--- src/rtl/wbl_pkg.sv ---
package wbl_pkg;

  // grid geometry: the banked store splits rows and columns by parity,
  // so the grid point count is even
  localparam int GRID_POINTS = 64;
  localparam int IDX_W       = $clog2(GRID_POINTS);
  localparam int FRAC_W      = 16;
  localparam int VAL_W       = 32;
  localparam int WORD_W      = 3 * VAL_W;
  localparam int NUM_BANKS   = 4;
  localparam int BANK_AW     = 2 * (IDX_W - 1);
  localparam int BANK_DEPTH  = GRID_POINTS * GRID_POINTS / NUM_BANKS;
  localparam int QUEUE_DEPTH = 4;
  localparam int INTERP_LAT  = 4;
  localparam int PROD_W      = VAL_W + FRAC_W + 1;
  localparam int SUM_W       = 2 * VAL_W;

  localparam logic [VAL_W-1:0]  SIGN_BIAS = VAL_W'(1) << (VAL_W - 1);
  localparam logic [FRAC_W:0]   WEIGHT_ONE = (FRAC_W + 1)'(1) << FRAC_W;
  localparam logic [SUM_W-1:0]  ROUND_HALF = SUM_W'(1) << (VAL_W - 1);

  typedef logic [IDX_W-1:0]  idx_t;
  typedef logic [FRAC_W-1:0] frac_t;
  typedef logic [VAL_W-1:0]  val_t;
  typedef logic [WORD_W-1:0] word_t;

  typedef enum logic {
    OP_LOOKUP = 1'b0,
    OP_LOAD   = 1'b1
  } item_op_t;

  // for a load, sl/el carry the row/column and the values are offset binary
  typedef struct packed {
    item_op_t op;
    idx_t     sl;
    idx_t     sh;
    idx_t     el;
    idx_t     eh;
    frac_t    fa;
    frac_t    fb;
    val_t     curv;
    val_t     rate;
    val_t     len;
  } queue_item_t;

endpackage

--- src/rtl/wbl_front.sv ---
module wbl_front import wbl_pkg::*; (
  input  logic                start,
  input  logic                busy,
  input  logic                in_command,
  input  logic signed [31:0]  in_start_turns,
  input  logic signed [31:0]  in_end_turns,
  input  logic [5:0]          in_entry_row,
  input  logic [5:0]          in_entry_col,
  input  logic signed [31:0]  in_curv_entry,
  input  logic signed [31:0]  in_rate_entry,
  input  logic signed [31:0]  in_length_entry,
  output logic                push,
  output queue_item_t         push_item
);

  typedef struct packed {
    idx_t  lo;
    idx_t  hi;
    frac_t frac;
  } angle_split_t;

  function automatic angle_split_t split_angle(input frac_t u);
    logic [FRAC_W+IDX_W-1:0] p;
    logic [IDX_W:0]          h;
    angle_split_t            r;
    p      = (FRAC_W + IDX_W)'(u) * (FRAC_W + IDX_W)'(GRID_POINTS);
    r.lo   = p[FRAC_W +: IDX_W];
    r.frac = p[FRAC_W-1:0];
    h      = {1'b0, r.lo} + ((r.frac != '0) ? (IDX_W + 1)'(1) : (IDX_W + 1)'(0));
    r.hi   = (h == (IDX_W + 1)'(GRID_POINTS)) ? '0 : h[IDX_W-1:0];
    return r;
  endfunction

  angle_split_t sa;
  angle_split_t ea;
  logic         row_ok;
  logic         col_ok;
  logic         is_load;

  assign sa      = split_angle(in_start_turns[FRAC_W-1:0]);
  assign ea      = split_angle(in_end_turns[FRAC_W-1:0]);
  assign row_ok  = (32'(in_entry_row) < 32'(GRID_POINTS));
  assign col_ok  = (32'(in_entry_col) < 32'(GRID_POINTS));
  assign is_load = (in_command == 1'b1);

  // loads outside the grid are dropped here
  assign push = start && !busy && (!is_load || (row_ok && col_ok));

  always_comb begin
    push_item      = '0;
    push_item.curv = in_curv_entry ^ SIGN_BIAS;
    push_item.rate = in_rate_entry ^ SIGN_BIAS;
    push_item.len  = in_length_entry ^ SIGN_BIAS;
    if (is_load) begin
      push_item.op = OP_LOAD;
      push_item.sl = IDX_W'(in_entry_row);
      push_item.el = IDX_W'(in_entry_col);
    end else begin
      push_item.op = OP_LOOKUP;
      push_item.sl = sa.lo;
      push_item.sh = sa.hi;
      push_item.fa = sa.frac;
      push_item.el = ea.lo;
      push_item.eh = ea.hi;
      push_item.fb = ea.frac;
    end
  end

endmodule

--- config.mk ---
export PLATFORM = sky130hd
export DESIGN_NAME = wbl_front
export DESIGN_NICKNAME = d
export VERILOG_FILES = /design/src/rtl/wbl_pkg.sv /design/src/rtl/wbl_front.sv
export SDC_FILE = /design/constraint.sdc
export NUM_CORES = 1
export LEC_CHECK = 0
export BUFFER_PORTS_ARGS = -buffer_cell sky130_fd_sc_hd__buf_2
export CORE_AREA = 4 4 124 126
export DETAILED_ROUTE_END_ITERATION = 10
export DIE_AREA = 0 0 128 130
export PLACE_DENSITY_LB_ADDON = 0.05
export SLEW_MARGIN = 20
export SYNTH_ARGS = -nofsm -noshare
export SYNTH_HDL_FRONTEND = slang
export SYNTH_SLANG_ARGS = --single-unit
--- constraint.sdc ---
create_clock -name vclk -period 3.1
set_input_delay 0.62 -clock vclk [all_inputs]
set_output_delay 0.62 -clock vclk [all_outputs]
set_load 0.01 [all_outputs]
After elaboration in Yosys (flattened, before gate mapping)
Index checks and enable logic that the tools add are counted.

Add/subtract/negate cells: 2. $mul: 0. Divide/modulo/power cells: 0. Order comparisons: 0. Equality and inequality tests: 2. Shifts and indexed selects: 0. Multiplexer cells: 8. Bitwise gates (word level): 3. Reductions and logical operators: 4.

Operators with widths (number): $mux W38 (1); $reduce_bool A16 Y1 (2); $mux W6 (4); $add A6 B1 Y7 (2); $eq A7 B7 Y1 const B (2); $mux W7 (1); $not A1 Y1 (3); $mux W1 (2); $logic_and A1 B1 Y1 (1); $logic_not A1 Y1 (1).

Flip-flop bits (word level): 0. Bits in latches: 0. Bits in writable memories: 0. Bits in read-only memories: 0. Input bits: 175. Output and inout port bits: 154. Logic and storage cells: 19. Memories kept: 0.

Logic depth before layout (Yosys ltp)
Gate-level depths: netlist (run 1).

Depth after elaboration: 6. Depth in mapped cells: 7. Depth with buffers taken out: 7.

Least setup slack after synthesis (run 1)
Ideal clock, no wire load.

Path kind: input to output. Start point: input port in_start_turns[5]. End point: output port push_item[144] (netlist name). Arrival: 1697 ps. Data required time: 2480 ps. Path slack: 783 ps. Cell stages on the path: 7. Path buffers: 0. Cell sequence: nor4_1 > nand3_1 > ha_1 > ha_1 > nand3_1 > xor2_1 > nor2_1.

RTL lines: start: declaration (line wbl_front.sv:5) `input logic signed [31:0] in_start_turns,`; end: declaration (line wbl_front.sv:13) `output queue_item_t push_item`.

==> results.md, run 1 <==
- Static power due to leakage: ~0.67 nW
- Largest fanout of any net on the critical path: 3
- Setup-violating endpoint count in the final report: 0
- Cells after synthesis: 191
- Combinational fraction of design power: 100.0%
- Sw Share: 52.80%
- Die Area: 16,640 um^2
- XOR/XNOR share of the synthesized area: approximately 3.9%
- Cell at the slowest stage of the critical path: sky130_fd_sc_hd__nor4_1
- First-pass GRT wire length: around 5.9 mm
- Remaining global-route overflow: 0
- Drt total wl: 4.338 mm
- Detail Placement HPWL: between 3 and 4 mm
- Final hold slack: 1.240 ns
- Average wire per cell in the routed design: roughly 12 um
- Relative slew margins: 59.15%
- DR pass1 iterations: 3
- Sequential Area: 0 um^2
- Hold Violations, Final: 0
- Total of fill cells in the finished design: 1,731
- Worst endpoint required time: 2.48 ns
- Horizontal die dimension: 128 um
- Share of the synthesized area in the top cell type: between 50% and 60%
- Final Max Slew Viols: 0
- Fraction of synthesized area in multiplexers: 9.083%
- Worst vdd rail ir drop: approximately 0.000035 V
- Sequential share of power: 0%
- Combinational family with the most area after synthesis: buffers and inverters
- Shortest clock period the worst path allows after layout: between 2 and 3 ns
- Fraction of final layout cells sized beyond drive strength 1: roughly three fifths
- Worst hold path type: in -> out
- Yosys top cell by area: sky130_fd_sc_hd__buf_4
- Setup TNS: 0 ns
- Crit-path max cell delay: 0.43 ns
- Setup repair after global routing missed its margin: no
- Most numerous cell types in the synthesized netlist: sky130_fd_sc_hd__buf_4 (107), sky130_fd_sc_hd__nor2b_1 (25), sky130_fd_sc_hd__mux2_2 (11)
- Final GP Congestion: 0.5964
- Die span in y: 130 um
- Final design utilization: 9.309%
- Count of non-filler cells in the finished layout: 377
- Share of the synthesized area in compound gates (AO/OA/AOI/OAI): 1.284%
- Boundary pin count: 329
- Arrival time at the worst endpoint: 2.27 ns
- Diodes inserted: 0
- Portion of the post-synthesis area used by sequential elements: 0%
- Status: finished clean
- Top cells by area, synth: sky130_fd_sc_hd__buf_4 (59%), sky130_fd_sc_hd__nor2b_1 (11%), sky130_fd_sc_hd__mux2_2 (9.1%)
- Post-CTS Hold Buffers: 0
- Net switching power: 0.08886 mW
- Number of warnings printed during yosys synthesis: 0
- Sort of element at the end of the critical path: output pin
- Layout sequential cell count: 0
- Initial Util: 9.528%
- Maximum achievable frequency: 0.3461 GHz
- Ordered list of cells on the worst path: buf_2 -> nor4_1 -> nand3_1 -> ha_1 -> ha_1 -> nand3_1 -> xor2_1 -> nor2_1 -> buf_2
- Cell area after synthesis: 1364 um^2
- Post-CTS Setup Repair Bufs: 0
- Average via count per standard cell: between 2 and 3
- Count of unique library cells instantiated by Yosys: 19
- Final net count: 374
- Internal portion of total power: 0.07942 mW
- Period utilization: 93.21%
- Antenna viol nets, final: 0
- Row count: 44
- Detailed-route via count: 1,062
- # Max-Cap Violations: 0
- Quantity of I/O buffers inserted on ports: 99
- Mean instance size in the synthesized netlist: between 7 and 8 um^2
- All-layer global routing usage: 4.432%
- Area growth from synthesis to layout: -2.293%
- Number of placed instances with taps included: 377
- Proportion of power drawn by the clock network: 0%
- First DRT Iteration DRCs: 14
- Worst Setup Path Type: in -> out
- Most repeated cell in the gate-level netlist after synthesis: sky130_fd_sc_hd__buf_4
- Pin count of the biggest net entering global routing: 27
- Number of clock buffers in the layout: 0
- P per Cell Area: 126.3 nW/um^2
- Post-synthesis adder-cell area fraction: 3.670%
- Kind of start point of the critical path: input port
- Slew @ Worst Pin: 0.6127 ns
- Placeable core region: 14,310 um^2
- Basic-gate share of the synthesized area counting and, or, nand and nor cells: 20.83%
- Post-route DRC violation count: 0
- Vias in the first global route: about 1,100
- Post-cts sizing count: 0
- Antenna violations before repair: 0
[per-stage QoR]
stage / area (um^2) / setup WS, ns / total power [mW]
2_1_floorplan: 1405 / 0.7831 / 0.2171
3_3_place_gp: 1333 / 0.1481 / 0.1765
3_5_place_dp: 1333 / 0.1234 / 0.1742
4_1_cts: 1333 / 0.1177 / 0.1749
5_1_grt: 1333 / 0.01560 / 0.1904
6_report: 1333 / 0.2105 / 0.1683
[power by group through the flow]
stage	sequential [mW]	clock [mW]	combinational, mW
after floorplan	0	0	0.217
final	0	0	0.168
after global placement	0	0	0.176
after global routing	0	0	0.190
after CTS	0	0	0.175
after detailed placement	0	0	0.174
[layout make-up]
class,count,area [um^2],share of cell area (%)
inverter,3,11.26,0.8451
timing repair buffer,102,518.0,38.87
multi-input combinational,88,573.1,43.00
tap,184,230.2,17.28
[cells in the final DEF (no fill, tap or decap)]
cell                        n
sky130_fd_sc_hd__o21bai_1   1
sky130_fd_sc_hd__mux2_2    11
sky130_fd_sc_hd__o21ai_0    1
sky130_fd_sc_hd__conb_1    12
sky130_fd_sc_hd__nor2_1     9
sky130_fd_sc_hd__buf_4      3
sky130_fd_sc_hd__or3_1      1
sky130_fd_sc_hd__buf_2     99
sky130_fd_sc_hd__inv_1      3
sky130_fd_sc_hd__ha_1       4
sky130_fd_sc_hd__xnor2_1    2
sky130_fd_sc_hd__nand2b_1   1
sky130_fd_sc_hd__xor2_1     4
sky130_fd_sc_hd__nand2_1    4
sky130_fd_sc_hd__nor4_1     5
sky130_fd_sc_hd__nor2b_1   25
sky130_fd_sc_hd__nand3_1    7
sky130_fd_sc_hd__a21oi_1    1
[layer usage]
layer	track usage [%]	wire, um	vias up
met2	6.993	1939	73
met1	5.490	1685	465
met4	2.809	240	0
li1	-	-	492
met3	0.9415	473	32
met5	0	0	-
[final timing paths]
kind,from,end,slack [ns],depth (start not counted)
setup / recovery,in_start_turns[5],push_item[144],0.21,9
hold / removal,in_length_entry[10],push_item[10],1.24,0
[worst max-delay path, delay by kind of cell]
| family | cells | cell delay, ns |
|---|---|---|
| buf+inv | 2 | 0.28 |
| simple gates | 4 | 0.75 |
| xor+xnor | 1 | 0.14 |
| fa+ha+maj | 2 | 0.47 |
[cell families (layout without fill, tap and decap cells)]
kind of cell    after synthesis  after routing
buf+inv                     114            105
simple gates                 52             52
mux                          11             11
xor+xnor                      6              6
fa+ha+maj                     4              4
compound gates                3              3
other cells                   1             12
(Power assumes the default switching activity.)
==> inputs of run 2 (changes only) <==
- GPL_TIMING_DRIVEN: not set -> 0
- RECOVER_POWER: not set -> 50
==> results.md, run 2 (same netlist as run 1, synthesis figures left out) <==
- DR pass1 iterations: 4 (+1)
- M3 GR Usage: 1.392% (+0.45 points)
- Total power: 0.3503 mW (+110%)
- Count of cell instances traversed by the critical path: 9 (unchanged)
- Post-route DRC violation count: 0 (unchanged)
- Largest delay contributor family on the critical path: simple AND/OR/NAND/NOR gates
- Setup TNS: 0 ns (unchanged)
- Pin count of the biggest net entering global routing: 11 (-59%)
- Worst vdd rail ir drop: 0.00003190 V (-8.6%)
- Static power due to leakage: 1.356 nW (+100%)
- Detailed-route via count: 1,781 (+68%)
- Most common cell after layout, fill and taps aside: sky130_fd_sc_hd__buf_2
- Worst Setup Path Type: in -> out
- Hold Crit Depth: 2 (+2)
- # Max-Cap Violations: 0 (unchanged)
- Status: finished clean
- Combined buffer and inverter count along the critical path: 2 (unchanged)
- Antenna violations before repair: 1 (+1)
- Remaining global-route overflow: 0 (unchanged)
- Drt total wl: 6.294 mm (+45%)
- Final GP Congestion: 0.6436 (+7.9%)
- Cell at the slowest stage of the critical path: sky130_fd_sc_hd__nor4_1
- Layout sequential cell count: 0 (unchanged)
- Most frequent cells in the layout: sky130_fd_sc_hd__buf_2 (122), sky130_fd_sc_hd__buf_4 (107), sky130_fd_sc_hd__clkbuf_1 (73)
- Vias in the first global route: 1,582 (+49%)
- Die span in y: 130 um (unchanged)
- Initial Util: 9.528% (unchanged)
- Number of clock buffers in the layout: 0 (unchanged)
- Sequential Area: 0 um^2 (unchanged)
- Worst hold path type: in -> out
- Row count: 44 (unchanged)
- First-pass GRT wire length: 7.990 mm (+34%)
- Worst setup margin: 0.2989 ns (+0.08842 ns)
- Setup repair after global routing missed its margin: no
- Maximum achievable frequency: 0.3570 GHz (+3.2%)
- Sort of element at the end of the critical path: output pin
- Post-CTS Setup Repair Bufs: 0 (unchanged)
- Shortest clock period the worst path allows after layout: 2.801 ns (-0.08841 ns)
- Quantity of I/O buffers inserted on ports: 191 (+93%)
- Boundary pin count: 329 (unchanged)
- Met1 Resource Use GR: 6.299% (+0.81 points)
- Most heavily used metal layer in global routing: met2
- Ordered list of cells on the worst path: buf_2 -> nor4_1 -> nand3_1 -> ha_1 -> ha_1 -> nand3_1 -> xor2_1 -> nor2_1 -> buf_2
- All-layer global routing usage: 5.841% (+1.4 points)
- Final net count: 574 (+53%)
- Post-CTS Hold Buffers: 0 (unchanged)
- Hold Violations, Final: 0 (unchanged)
- Final Max Slew Viols: 0 (unchanged)
- Global routing met2 resource utilization: 12.11% (+5.1 points)
- Final non-filler cell area: 2502 um^2 (+88%)
- Horizontal die dimension: 128 um (unchanged)
- Sw Share: 45.64% (-7.2 points)
- Internal portion of total power: 0.1904 mW (+140%)
- Final hold slack: 1.424 ns (+0.1838 ns)
- Worst endpoint required time: 2.48 ns (about the same)
- Sequential share of power: 0% (unchanged)
- Placement Cell Area: 2591 um^2 (+94%)
- Number of placed instances with taps included: 577 (+53%)
- Crit-path max cell delay: 0.37 ns (-0.06 ns)
- Die Area: 16,640 um^2 (unchanged)
- Count of non-filler cells in the finished layout: 577 (+53%)
- Detail Placement HPWL: 5.896 mm (+54%)
- Fraction of final layout cells sized beyond drive strength 1: 61.07% (+2.5 points)
- Largest fanout of any net on the critical path: 3 (unchanged)
- Kind of start point of the critical path: input port
- Arrival time at the worst endpoint: 2.18 ns (-0.09 ns)
- Placeable core region: 14,310 um^2 (unchanged)
- Average wire per cell in the routed design: 10.91 um (-5.2%)
- Setup-violating endpoint count in the final report: 0 (unchanged)
- Average via count per standard cell: 3.087 (+9.6%)
- Area growth from synthesis to layout: 83.49%
- Antenna viol nets, final: 0 (unchanged)
- Combinational fraction of design power: 100.0% (about the same)
- Pre-CTS setup slack: 0.2380 ns (+0.1146 ns)
- Period utilization: 90.36% (-2.9 points)
- Diodes inserted: 0 (unchanged)
- Net switching power: 0.1599 mW (+80%)
- P per Cell Area: 140.0 nW/um^2 (+11%)
- Proportion of power drawn by the clock network: 0% (unchanged)
- Post-cts sizing count: 0 (unchanged)
- First DRT Iteration DRCs: 24 (+10)
- Final design utilization: 17.48% (+8.2 points)
[run 2: cell count changes in the layout (fill, tap and decap cells not counted)]
cell,before,now
sky130_fd_sc_hd__buf_4,3,107
sky130_fd_sc_hd__buf_2,99,122
sky130_fd_sc_hd__clkbuf_1,0,73
[run 2: final cells by class]
type	count	area [um^2]
Buffer	111	820.8
Fill cell	1717	11810
Inverter	3	11.26
Multi-Input combinational cell	88	573.1
Tap cell	184	230.2
Timing Repair Buffer	191	867.1
[run 2: layer usage]
metal / vias to the layer above / part of all wire [%]
li1: 889 / -
met1: 737 / 31
met2: 151 / 55
met3: 2 / 14
met4: 2 / 0
met5: - / 0.21
[run 2: final timing paths]
| path | from | to | slack, ns |
|---|---|---|---|
| worst min-delay path | in_length_entry[23] | push_item[23] | 1.42 |
| worst max-delay path | in_start_turns[9] | push_item[144] | 0.30 |
[run 2: power groups by stage]
stage	logic, mW	registers, mW	clock network [mW]
finish	0.350	0	0
detailed placement	0.368	0	0
global route	0.384	0	0
CTS	0.369	0	0
global placement	0.370	0	0
floorplan	0.217	0	0
