**config.mk**
```make
export PLATFORM = sky130hd
export DESIGN_NAME = wbl_queue
export DESIGN_NICKNAME = d
export VERILOG_FILES = /design/src/rtl/wbl_pkg.sv /design/src/rtl/wbl_queue.sv
export SDC_FILE = /design/constraint.sdc
export NUM_CORES = 1
export LEC_CHECK = 0
export BUFFER_PORTS_ARGS = -buffer_cell sky130_fd_sc_hd__buf_2
export CORE_UTILIZATION = 40
export CTS_BUF_LIST = sky130_fd_sc_hd__clkbuf_8
export DETAILED_ROUTE_END_ITERATION = 12
export PLACE_DENSITY = 0.64
export SETUP_SLACK_MARGIN = 0.3
export SLEW_MARGIN = 20
export SYNTH_ARGS = -nofsm -noshare
export SYNTH_HDL_FRONTEND = slang
export SYNTH_SLANG_ARGS = --single-unit
```
**constraint.sdc**
```tcl
create_clock -name clk -period 11.1 [get_ports clk]
set_input_delay 2.775 -clock clk [delete_from_list [all_inputs] [get_ports clk]]
set_output_delay 2.775 -clock clk [all_outputs]
set_load 0.02 [all_outputs]
```
**src/rtl/wbl_pkg.sv**
```systemverilog
package wbl_pkg;

  // grid geometry: the banked store splits rows and columns by parity,
  // so the grid point count is even
  localparam int GRID_POINTS = 64;
  localparam int IDX_W       = $clog2(GRID_POINTS);
  localparam int FRAC_W      = 16;
  localparam int VAL_W       = 32;
  localparam int WORD_W      = 3 * VAL_W;
  localparam int NUM_BANKS   = 4;
  localparam int BANK_AW     = 2 * (IDX_W - 1);
  localparam int BANK_DEPTH  = GRID_POINTS * GRID_POINTS / NUM_BANKS;
  localparam int QUEUE_DEPTH = 4;
  localparam int INTERP_LAT  = 4;
  localparam int PROD_W      = VAL_W + FRAC_W + 1;
  localparam int SUM_W       = 2 * VAL_W;

  localparam logic [VAL_W-1:0]  SIGN_BIAS = VAL_W'(1) << (VAL_W - 1);
  localparam logic [FRAC_W:0]   WEIGHT_ONE = (FRAC_W + 1)'(1) << FRAC_W;
  localparam logic [SUM_W-1:0]  ROUND_HALF = SUM_W'(1) << (VAL_W - 1);

  typedef logic [IDX_W-1:0]  idx_t;
  typedef logic [FRAC_W-1:0] frac_t;
  typedef logic [VAL_W-1:0]  val_t;
  typedef logic [WORD_W-1:0] word_t;

  typedef enum logic {
    OP_LOOKUP = 1'b0,
    OP_LOAD   = 1'b1
  } item_op_t;

  // for a load, sl/el carry the row/column and the values are offset binary
  typedef struct packed {
    item_op_t op;
    idx_t     sl;
    idx_t     sh;
    idx_t     el;
    idx_t     eh;
    frac_t    fa;
    frac_t    fb;
    val_t     curv;
    val_t     rate;
    val_t     len;
  } queue_item_t;

endpackage

```
**src/rtl/wbl_queue.sv**
```systemverilog
module wbl_queue import wbl_pkg::*; (
  input  logic        clk,
  input  logic        rst_n,
  input  logic        push,
  input  queue_item_t push_item,
  output logic        full,
  input  logic        pop,
  output logic        pop_valid,
  output queue_item_t pop_item
);

  localparam int PTR_W = $clog2(QUEUE_DEPTH);
  localparam int CNT_W = $clog2(QUEUE_DEPTH + 1);

  queue_item_t       slot_r [QUEUE_DEPTH];
  logic [PTR_W-1:0]  wr_ptr_r, wr_ptr_nxt;
  logic [PTR_W-1:0]  rd_ptr_r, rd_ptr_nxt;
  logic [CNT_W-1:0]  count_r, count_nxt;
  logic              do_push;
  logic              do_pop;

  assign full      = (count_r == CNT_W'(QUEUE_DEPTH));
  assign pop_valid = (count_r != '0);
  assign pop_item  = slot_r[rd_ptr_r];
  assign do_push   = push && !full;
  assign do_pop    = pop && pop_valid;

  always_comb begin
    wr_ptr_nxt = do_push ? wr_ptr_r + PTR_W'(1) : wr_ptr_r;
    rd_ptr_nxt = do_pop ? rd_ptr_r + PTR_W'(1) : rd_ptr_r;
    count_nxt  = count_r + CNT_W'(do_push) - CNT_W'(do_pop);
  end

  always_ff @(posedge clk) begin
    if (!rst_n) begin
      wr_ptr_r <= '0;
      rd_ptr_r <= '0;
      count_r  <= '0;
    end else begin
      wr_ptr_r <= wr_ptr_nxt;
      rd_ptr_r <= rd_ptr_nxt;
      count_r  <= count_nxt;
    end
  end

  always_ff @(posedge clk) begin
    if (do_push) begin
      slot_r[wr_ptr_r] <= push_item;
    end
  end

endmodule

```
# == Yosys cells after proc, flatten, opt, wreduce, memory -nomap -nowiden ==
# Memories as Yosys holds them, arrays and structs flattened. A register that Yosys moved wholly into a read port is not among the register bits.
# Cells that the tools add are included.
# op_classes
add_sub_neg,4
eq_ne,1
mux,4
reduce_logical,4
# ops
operator,n
adder 2 x 1 -> 2 bit (second input constant),2
2-to-1 mux 2 bit,2
adder 3 x 1 -> 3 bit,1
== test 3 bit (second input constant),1
nonzero test 3 bit,1
subtractor 3 x 1 -> 3 bit,1
logical AND 1 bit,2
2-to-1 mux 1 bit,2
zero test 1 bit,1
# word_totals
regBits,7
ramBits,612
inputBits,157
out_inout_bits,155
word_cells,17
memories,1
# mem_list
name,depth,width,rd,rd_clocked_by_memory_dff,wr,line,text
slot_r,4,153,1,1,1,wbl_queue.sv:15,queue_item_t slot_r [QUEUE_DEPTH];

# == Longest topological paths before layout ==
# Gate-level depths: netlist of the first run.
# depth
ltp_word,5
ltp_mapped,12
depth_no_buf,11

# == Worst setup path before layout of the first run ==
# Ideal clock, no wire load.
# synth_timing
path_kind,input port to flip-flop
start,input push
end,memory slot_r[0][0] (netlist bit) (enable)
setup_time_ps,531
arrival_ps,6657
t_required_ps,10569
setup_slack_ps,3912
cell_stages,3
path_buffers,1
path_cell_list,nor2b_1 > clkbuf_1 > and2_1
# synth_between
elab_chain_len,3
# synth_rtl
element,line,text
"start, declared",wbl_queue.sv:4,"input logic push,"
logical AND 1 bit,wbl_queue.sv:25,assign do_push = push && !full;
2-to-1 mux 1 bit,wbl_queue.sv:47,if (do_push) begin
2-to-1 mux 1 bit (not written as such),wbl_queue.sv:48,slot_r[wr_ptr_r] <= push_item;
"end, declared",wbl_queue.sv:15,
# No other way between the ends.

==> results.py, run 1 <==
metrics = {
    "place": {
        "globalplace.congestion": 0.704,
        "dpl.cell_count": 1883,
        "hpwl_mm": 26.0,
        "io_buffers": 311,
    },
    "sta": {
        "max_freq_mhz": 163,
        "worstMarginPinSlew_ns": 1.05,
        "rsz0062_at_grt": "false",
        "tns_ns": 0,
        "min_period_ns": 6.14,
        "finalClockSkew_ns": 0.0231,
        "fin_crit_sh_pct": 55.3,
        "report.final.slew_viol_count": 0,
        "slew_headroom_pct": 30.0,
        "setup_viol": 0,
        "hold_viol_final": 0,
    },
    "logic_synthesis": {
        "synth_area_per_cell_sq_um": 26.6,
        "yosysSeqAreaShare_pct": 82.4,
        "yosysWarnings": 0,
        "synth_fp_nets": 1011,
        "yosys.area.top_type": "edfxtp_1",
        "netlist_area_sq_um": 22500,
        "netlist_top_cells_area": "edfxtp_1, mux4_2, dfxtp_1, buf_6, buf_2",
        "synth.distinct_cells": 19,
        "ys_ff_latch": 621,
        "yosysTopAreaCellShare_pct": 81.6,
        "netlist_instances": 847,
    },
    "clock_network": {
        "htreeDepth": 3,
        "clock_latency_ns": 0.67,
        "cts_buffer_depth": 3,
        "cts_resized": 0,
        "numCtsBuffers": 100,
        "cts.sinks": 621,
        "clk_pin_slew_ns": 0.06,
        "cts_tree": "yes",
        "cts_setup_buffers": 0,
        "cts_hold_buf": 0,
        "clock-root-buffer": "clkbuf_8",
    },
    "floorplanning": {
        "core_area_sq_um": 55300,
        "io_pins": 312,
        "dieArea_sq_um": 57200,
        "initial_utilization_pct": 40.7,
        "rows": 86,
        "die_x_microns": 239,
        "fp.dieH_microns": 239,
    },
    "route": {
        "met3WireLength_mm": 3.76,
        "wl_mm": 44.8,
        "post_drt_wl_per_cell_microns": 21.7,
        "drtIter0Drc": 461,
        "vias": 10231,
        "postRouteAntennaNets": 0,
        "firstDrtPassIters": 4,
        "wl_met1_mm": 19.0,
        "viasPerCell": 4.95,
        "highest_layer": "met5",
        "drc": 0,
        "met2WireLength_mm": 21.1,
    },
    "power": {
        "p_per_area_nw_per_um2": 231,
        "static-leakage-power_nw": 9.01,
        "total_power_mw": 6.18,
        "peakVddDrop_uv": 154,
    },
    "global_route": {
        "grt_max_degree": 65,
        "antenna_found_initial": 12,
        "grt_pass1_vias": 10903,
        "grt_first_pass_wirelength_mm": 66.1,
        "grt_usage_pct": 15.8,
        "gr-total-overflow": 0,
    },
    "worst_hold_path": {
        "hold_path.class": "reg2reg",
    },
    "flow_run": {
        "maxCapViolations": 0,
    },
    "layout": {
        "drive_gt1_share_pct": 45.9,
        "finalNonFillerCells": 2068,
        "finalNetCount": 1401,
        "area_delta_synth_final_pct": 18.8,
        "fillers": 4613,
    },
    "worst_setup_path": {
        "cp-start-kind": "register",
        "required_ns": 8.33,
        "cp-end-kind": "output port",
        "critPathArrivalTime_ns": 3.37,
        "critPathKind": "reg2out",
        "crit_fanout": 43,
    },
    "run_status": {
        "status": "finished, final reports clean",
    },
}
## stage by stage
step	hold WS [ns]	utilization, %	cell area, sq um	setup slack [ns]
final	0.503	48.4	26700	4.96
after global routing	0.538	48.3	26700	4.59
after CTS	0.504	48.3	26700	4.70
after detailed placement	0.493	45.0	24900	5.49
after global placement	0.487	45.0	24900	5.49
after floorplan	0.468	-	22500	3.91
## final cells by class
type | instances | area (sq um) | area share [%]
Timing Repair Buffer | 324 | 1650 | 6.18
Clock inverter | 74 | 344 | 1.29
Tap cell | 748 | 936 | 3.50
Inverter | 5 | 18.8 | 0.0702
Sequential cell | 621 | 18600 | 69.4
Multi-Input combinational cell | 185 | 3720 | 13.9
Clock buffer | 109 | 1500 | 5.61
Antenna cell | 2 | 5.00 | 0.0187
## power breakdown
group | internal, mW | switching (mW) | leakage, nW | total [mW]
registers | 2.84 | 0.101 | 5.68 | 2.94
clock network | 0.944 | 0.852 | 1.10 | 1.80
logic | 0.592 | 0.852 | 2.24 | 1.44
## kinds of logic after synthesis
kind of cell	synth area share, %
AND/OR/NAND/NOR	0.434
flip-flops	82.4
buffers and inverters	1.08
multiplexers	15.4
AO/OA/AOI/OAI	0.0778
adder cells (fa/ha/maj)	0.422
XOR/XNOR	0.156
## cells in the mapped netlist
cell      instances
or3_1             1
o31a_1            1
nor3b_1           1
buf_2            17
o311ai_0          1
buf_6             9
inv_1             5
clkbuf_1          8
dfxtp_1           9
xnor2_1           4
nor2b_1           4
nand2_1           4
ha_1              6
and2_1            7
buf_1             2
mux4_2          153
fa_1              1
mux2i_1           2
edfxtp_1        612
## cells in the final DEF, fill, tap and decap left out
cell,netlist,layout
dfxtp_4,0,2
o31a_1,1,1
mux4_2,153,153
nor3b_1,1,1
and2_1,7,3
edfxtp_1,612,612
o311ai_0,1,1
and2_4,0,4
dfxtp_1,9,7
buf_2,17,311
inv_1,5,44
diode_2,0,2
fa_1,1,1
xnor2_1,4,4
bufinv_16,0,2
mux2i_1,2,2
or3_1,1,1
ha_1,6,6
clkinv_1,0,22
clkinv_2,0,11
buf_4,0,13
nor2b_1,4,4
nand2_1,4,4
clkbuf_8,0,109
## state kept, by name, indices dropped and copies added (netlist names), named ones only
signal    count
count_r       3
wr_ptr_r      2
slot_r      612
rd_ptr_r      2
## critical path, cell delays in order, from the launching register on
cell	delay, ns
dfxtp_4	0.96
buf_4	0.82
mux4_2	0.62
buf_2	0.18
## routing by layer
layer  GRT usage (%)  vias to the layer above
met4            5.71                       20
met3            5.92                       83
met5               0                        -
li1                -                     4469
met1            21.0                     5329
met2            23.8                      330
## path summary, 6_finish.rpt
kind,start,to,slack (ns),cells after the start
hold / removal,wr_ptr_r[1],wr_ptr_r[1],0.50,2
setup reg to reg,count_r[1],slot_r[2][22],7.87,4
setup / recovery,register,pop_item[55],4.96,3
hold reg to reg,wr_ptr_r[1],wr_ptr_r[1],0.50,2
(Power assumes the default switching activity.)
==> run 2, diff against run 1 <==
==> constraint.sdc (replaced) <==
create_clock -name clk -period 6.3 [get_ports clk]
set_input_delay 1.575 -clock clk [delete_from_list [all_inputs] [get_ports clk]]
set_output_delay 1.575 -clock clk [all_outputs]
set_load 0.02 [all_outputs]
==> run 2 against run 1 <==
  * Design area grew 0.64%
  * Critical path depth did not move
  * Sequential share of layout area down 0.44 points
  * Power is 79% higher
  * Clock skew shrank 0.0087 ns
  * Combinational power grew 79%
  * Sequential power is 77% higher
  * Utilization grew 0.31 points
==> results.py, run 2 (synthesized netlist as in run 1, its figures left out) <==
metrics = {
    "run_status": {
        "status": "finished, final reports clean",
    },
    "route": {
        "post_drt_wl_per_cell_microns": 22.1,
        "drtIter0Drc": 529,
        "wl_mm": 45.7,
        "drc": 0,
        "vias": 10348,
        "viasPerCell": 5.00,
        "firstDrtPassIters": 4,
        "postRouteAntennaNets": 0,
    },
    "worst_setup_path": {
        "critPathKind": "reg2out",
        "critPathArrivalTime_ns": 2.97,
        "cp-start-kind": "register",
        "cp_num_buf_inv": 2,
        "cp-end-kind": "output port",
        "required_ns": 4.72,
        "crit_path_max_incr_delay_ns": 1.00,
        "cp_slowest_cell": "dfxtp_4",
        "cp_cell_sequence": "buf_4 > mux4_2 > buf_2",
        "crit_fanout": 43,
        "path_delay_family": "flip-flops",
    },
    "floorplanning": {
        "dieArea_sq_um": 57200,
        "die_x_microns": 239,
        "rows": 86,
        "core_area_sq_um": 55300,
        "io_pins": 312,
        "initial_utilization_pct": 40.7,
        "fp.dieH_microns": 239,
    },
    "clock_network": {
        "clk_pin_slew_ns": 0.06,
        "clock_latency_ns": 0.67,
        "cts_hold_buf": 0,
        "numCtsBuffers": 102,
        "cts_buffer_depth": 3,
        "cts_resized": 0,
        "cts_setup_buffers": 0,
        "htreeDepth": 3,
        "clock-root-buffer": "clkbuf_8",
        "cts_tree": "yes",
        "cts.sinks": 621,
    },
    "global_route": {
        "grt_pass1_vias": 10933,
        "antenna_found_initial": 17,
        "gr-total-overflow": 0,
        "grt_max_degree": 141,
        "grt_first_pass_wirelength_mm": 67.2,
        "grt_usage_pct": 16.1,
    },
    "sta": {
        "hold_viol_final": 0,
        "setup_viol": 0,
        "max_freq_mhz": 220,
        "fin_crit_sh_pct": 72.2,
        "rsz0062_at_grt": "false",
        "slew_headroom_pct": 33.1,
        "worstMarginPinSlew_ns": 1.00,
        "min_period_ns": 4.55,
        "tns_ns": 0,
        "finalClockSkew_ns": 0.0144,
        "report.final.slew_viol_count": 0,
    },
    "power": {
        "peakVddDrop_uv": 308,
        "p_per_area_nw_per_um2": 411,
        "static-leakage-power_nw": 9.05,
        "total_power_mw": 11.1,
    },
    "place": {
        "io_buffers": 311,
        "hpwl_mm": 26.3,
        "globalplace.congestion": 0.709,
    },
    "layout": {
        "drive_gt1_share_pct": 46.5,
        "final_common_cell": "edfxtp_1",
        "finalNetCount": 1403,
        "final_cell_mix": "edfxtp_1, buf_2, mux4_2",
        "reg_top3": "slot_r: 612 flops, count_r: 3 flops",
        "area_delta_synth_final_pct": 19.6,
        "regMostFlops": "slot_r",
        "largest_reg_flops": 612,
    },
    "worst_hold_path": {
        "hold_path.class": "reg2reg",
    },
    "flow_run": {
        "maxCapViolations": 0,
    },
}
run 2: cell types whose count changed in the layout (fill, tap and decap cells not counted), sizes merged:
cell | before | now
clkinvlp | 0 | 3
inv | 44 | 43
clkbuf | 109 | 111
diode | 2 | 5
bufinv | 2 | 4
clkinv | 33 | 24
run 2: metal layers:
metal / up-vias / routed length, microns / track usage (%)
met5: - / 181 / 0
met4: 28 / 793 / 5.63
met3: 85 / 3790 / 5.98
met2: 304 / 21600 / 24.1
met1: 5457 / 19400 / 21.7
li1: 4474 / - / -
run 2: power breakdown:
group / total (mW) / switching, mW / internal [mW] / leakage [nW]
sequential: 5.20 / 0.188 / 5.01 / 5.68
combinational: 2.58 / 1.51 / 1.07 / 2.26
clock: 3.28 / 1.51 / 1.77 / 1.12
run 2: final timing paths:
| path | start | to | slack, ns | cells after the start |
|---|---|---|---|---|
| setup / recovery | register | pop_item[7] | 1.75 | 3 |
| hold / removal | wr_ptr_r[1] | wr_ptr_r[1] | 0.52 | 2 |
| setup reg to reg | count_r[1] | slot_r[1][57] | 3.59 | 4 |
| hold reg to reg | wr_ptr_r[1] | wr_ptr_r[1] | 0.52 | 2 |
run 2: final cells by class:
cell class,instances,area (sq um)
Sequential cell,621,18600
Inverter,5,18.8
Antenna cell,5,12.5
Timing Repair Buffer,324,1740
Fill cell,4566,28400
Clock buffer,111,1530
Multi-Input combinational cell,185,3720
Tap cell,748,936
Clock inverter,69,392
run 2: tightest hold or removal path: stages, from the launching register on:
cell and delay (ns):
dfxtp_1 0.34, nand2_1 0.07, mux2i_1 0.06
run 2: metrics by stage:
| step | instances | hold slack (ns) | setup slack (ns) | area [sq um] | util, % |
|---|---|---|---|---|---|
| global route | 2064 | 0.544 | 1.43 | 26900 | 48.6 |
| detailed placement | 1883 | 0.506 | 2.32 | 25000 | 45.2 |
| finish | 2068 | 0.520 | 1.75 | 26900 | 48.7 |
| global placement | 1883 | 0.493 | 2.32 | 25000 | 45.2 |
| CTS | 2063 | 0.516 | 1.57 | 26900 | 48.6 |
| floorplan | 847 | 0.468 | 0.312 | 22500 | - |
==> run 3, diff against run 2 <==
==> constraint.sdc (replaced) <==
create_clock -name clk -period 4.68 [get_ports clk]
set_input_delay 1.17 -clock clk [delete_from_list [all_inputs] [get_ports clk]]
set_output_delay 1.17 -clock clk [all_outputs]
set_load 0.02 [all_outputs]
==> run 3 against run 2 <==
  * Sequential cell count did not move
  * Utilization about the same
  * Cell count about the same
  * First-iteration DRC count is 7.2% lower
  * Via count fell by 0.95%
  * Design area barely moved
  * Critical path depth did not move
  * Clock-buffer cell count decreased by 11
  * Register-to-register slack worse by 1.5 ns
  * Sequential power rose by 33%
  * Highest routed layer unchanged
==> results.py, run 3 (synthesized netlist as in run 1, its figures left out) <==
metrics = {
    "global_route": {
        "grt_first_pass_wirelength_mm": 65.8,
        "grt_usage_pct": 15.6,
        "antenna_found_initial": 11,
        "gr-total-overflow": 0,
        "grt_pass1_vias": 10944,
        "grt_max_degree": 62,
    },
    "floorplanning": {
        "core_area_sq_um": 55300,
        "initial_utilization_pct": 40.7,
        "io_pins": 312,
        "fp.dieH_microns": 239,
        "dieArea_sq_um": 57200,
        "die_x_microns": 239,
        "rows": 86,
    },
    "worst_setup_path": {
        "critPathKind": "reg2out",
        "cp-start-kind": "register",
        "crit_fanout": 25,
        "critPathArrivalTime_ns": 2.50,
        "crit_path_max_incr_delay_ns": 0.58,
        "cp_cell_sequence": "buf_4 > mux4_2 > buf_2",
        "cp_slowest_cell": "mux4_2",
        "r2r_slack_ns": 2.07,
        "required_ns": 3.51,
        "cp-end-kind": "output port",
    },
    "sta": {
        "max_freq_mhz": 273,
        "slew_headroom_pct": 50.1,
        "report.final.slew_viol_count": 0,
        "fin_crit_sh_pct": 78.4,
        "rsz0062_at_grt": "false",
        "worstMarginPinSlew_ns": 0.749,
        "finalClockSkew_ns": 0.0286,
        "tns_ns": 0,
        "setup_viol": 0,
        "hold_viol_final": 0,
        "min_period_ns": 3.67,
    },
    "run_status": {
        "status": "finished, final reports clean",
    },
    "route": {
        "viasPerCell": 4.96,
        "wl_mm": 44.1,
        "drtIter0Drc": 491,
        "postRouteAntennaNets": 0,
        "vias": 10250,
        "post_drt_wl_per_cell_microns": 21.3,
        "firstDrtPassIters": 4,
        "drc": 0,
    },
    "power": {
        "static-leakage-power_nw": 9.02,
        "p_per_area_nw_per_um2": 546,
        "total_power_mw": 14.7,
        "peakVddDrop_uv": 342,
    },
    "clock_network": {
        "htreeDepth": 3,
        "cts_hold_buf": 0,
        "cts_resized": 0,
        "clk_pin_slew_ns": 0.06,
        "cts_tree": "yes",
        "numCtsBuffers": 100,
        "clock-root-buffer": "clkbuf_8",
        "cts_setup_buffers": 0,
        "cts.sinks": 621,
        "cts_buffer_depth": 3,
        "clock_latency_ns": 0.67,
    },
    "place": {
        "io_buffers": 311,
        "dpl_cell_area_sq_um": 25100,
        "globalplace.congestion": 0.697,
        "hpwl_mm": 26.2,
    },
    "layout": {
        "final_cell_mix": "edfxtp_1, buf_2, mux4_2",
        "drive_gt1_share_pct": 46.6,
        "finalNetCount": 1411,
        "largest_reg_flops": 612,
        "post-route-cell-area_sq_um": 26900,
        "final_common_cell": "edfxtp_1",
        "regMostFlops": "slot_r",
        "reg_top3": "slot_r: 612 flops, count_r: 3 flops",
        "area_delta_synth_final_pct": 19.7,
    },
    "flow_run": {
        "maxCapViolations": 0,
    },
    "worst_hold_path": {
        "hold_path.class": "reg2reg",
    },
}
==> run 3: changes by cell type in the layout (fill, tap and decap cells not counted) <==
cell and change:
clkbuf_8 -11, inv_1 -10, clkinv_1 +9, buf_12 +6
buf_4 +4, inv_8 +3, diode_2 -2
==> run 3: stage by stage <==
step	utilization (%)	hold WS [ns]	cells	setup slack (ns)
2_1_floorplan	-	0.468	847	0.802
3_3_place_gp	45.4	0.481	1893	1.61
3_5_place_dp	45.4	0.491	1893	1.61
4_1_cts	48.7	0.503	2064	0.808
5_1_grt	48.7	0.533	2064	0.744
6_report	48.7	0.499	2067	1.01
==> run 3: area by class of cell <==
cell class | count | area, sq um
antenna | 3 | 7.51
clock buffer | 100 | 1380
clock inverter | 71 | 422
fill | 4572 | 28400
inverter | 5 | 18.8
multi-input combinational | 185 | 3720
sequential | 621 | 18600
tap | 748 | 936
timing repair buffer | 334 | 1890
==> run 3: where the power goes <==
| part | switching, mW | leakage [nW] | internal [mW] |
|---|---|---|---|
| logic | 2.08 | 2.33 | 1.48 |
| clock network | 2.02 | 1.02 | 2.21 |
| registers | 0.174 | 5.68 | 6.74 |
| total | 4.28 | 9.02 | 10.4 |
==> run 3: per-layer routing <==
layer	track usage, %	vias to the layer above	wire length [microns]	share of wire, %
met5	0	-	98	0.22
met4	5.44	14	1070	2.4
met3	5.79	105	3520	8.0
met2	24.3	316	21200	48
met1	20.2	5332	18200	41
li1	-	4483	-	-
==> run 3: critical path: cells and delay by family (launching register included) <==
family   cells  cell delay [ns]
flops        1             0.54
mux          1             0.58
buf+inv      2             0.69
==> run 3: worst paths after layout <==
check	startpoint	end	cells past startpoint
max	register	pop_item[101]	3
min	wr_ptr_r[1]	wr_ptr_r[1]	2
max reg2reg	count_r[2]	count_r[2]	12
min reg2reg	wr_ptr_r[1]	wr_ptr_r[1]	2
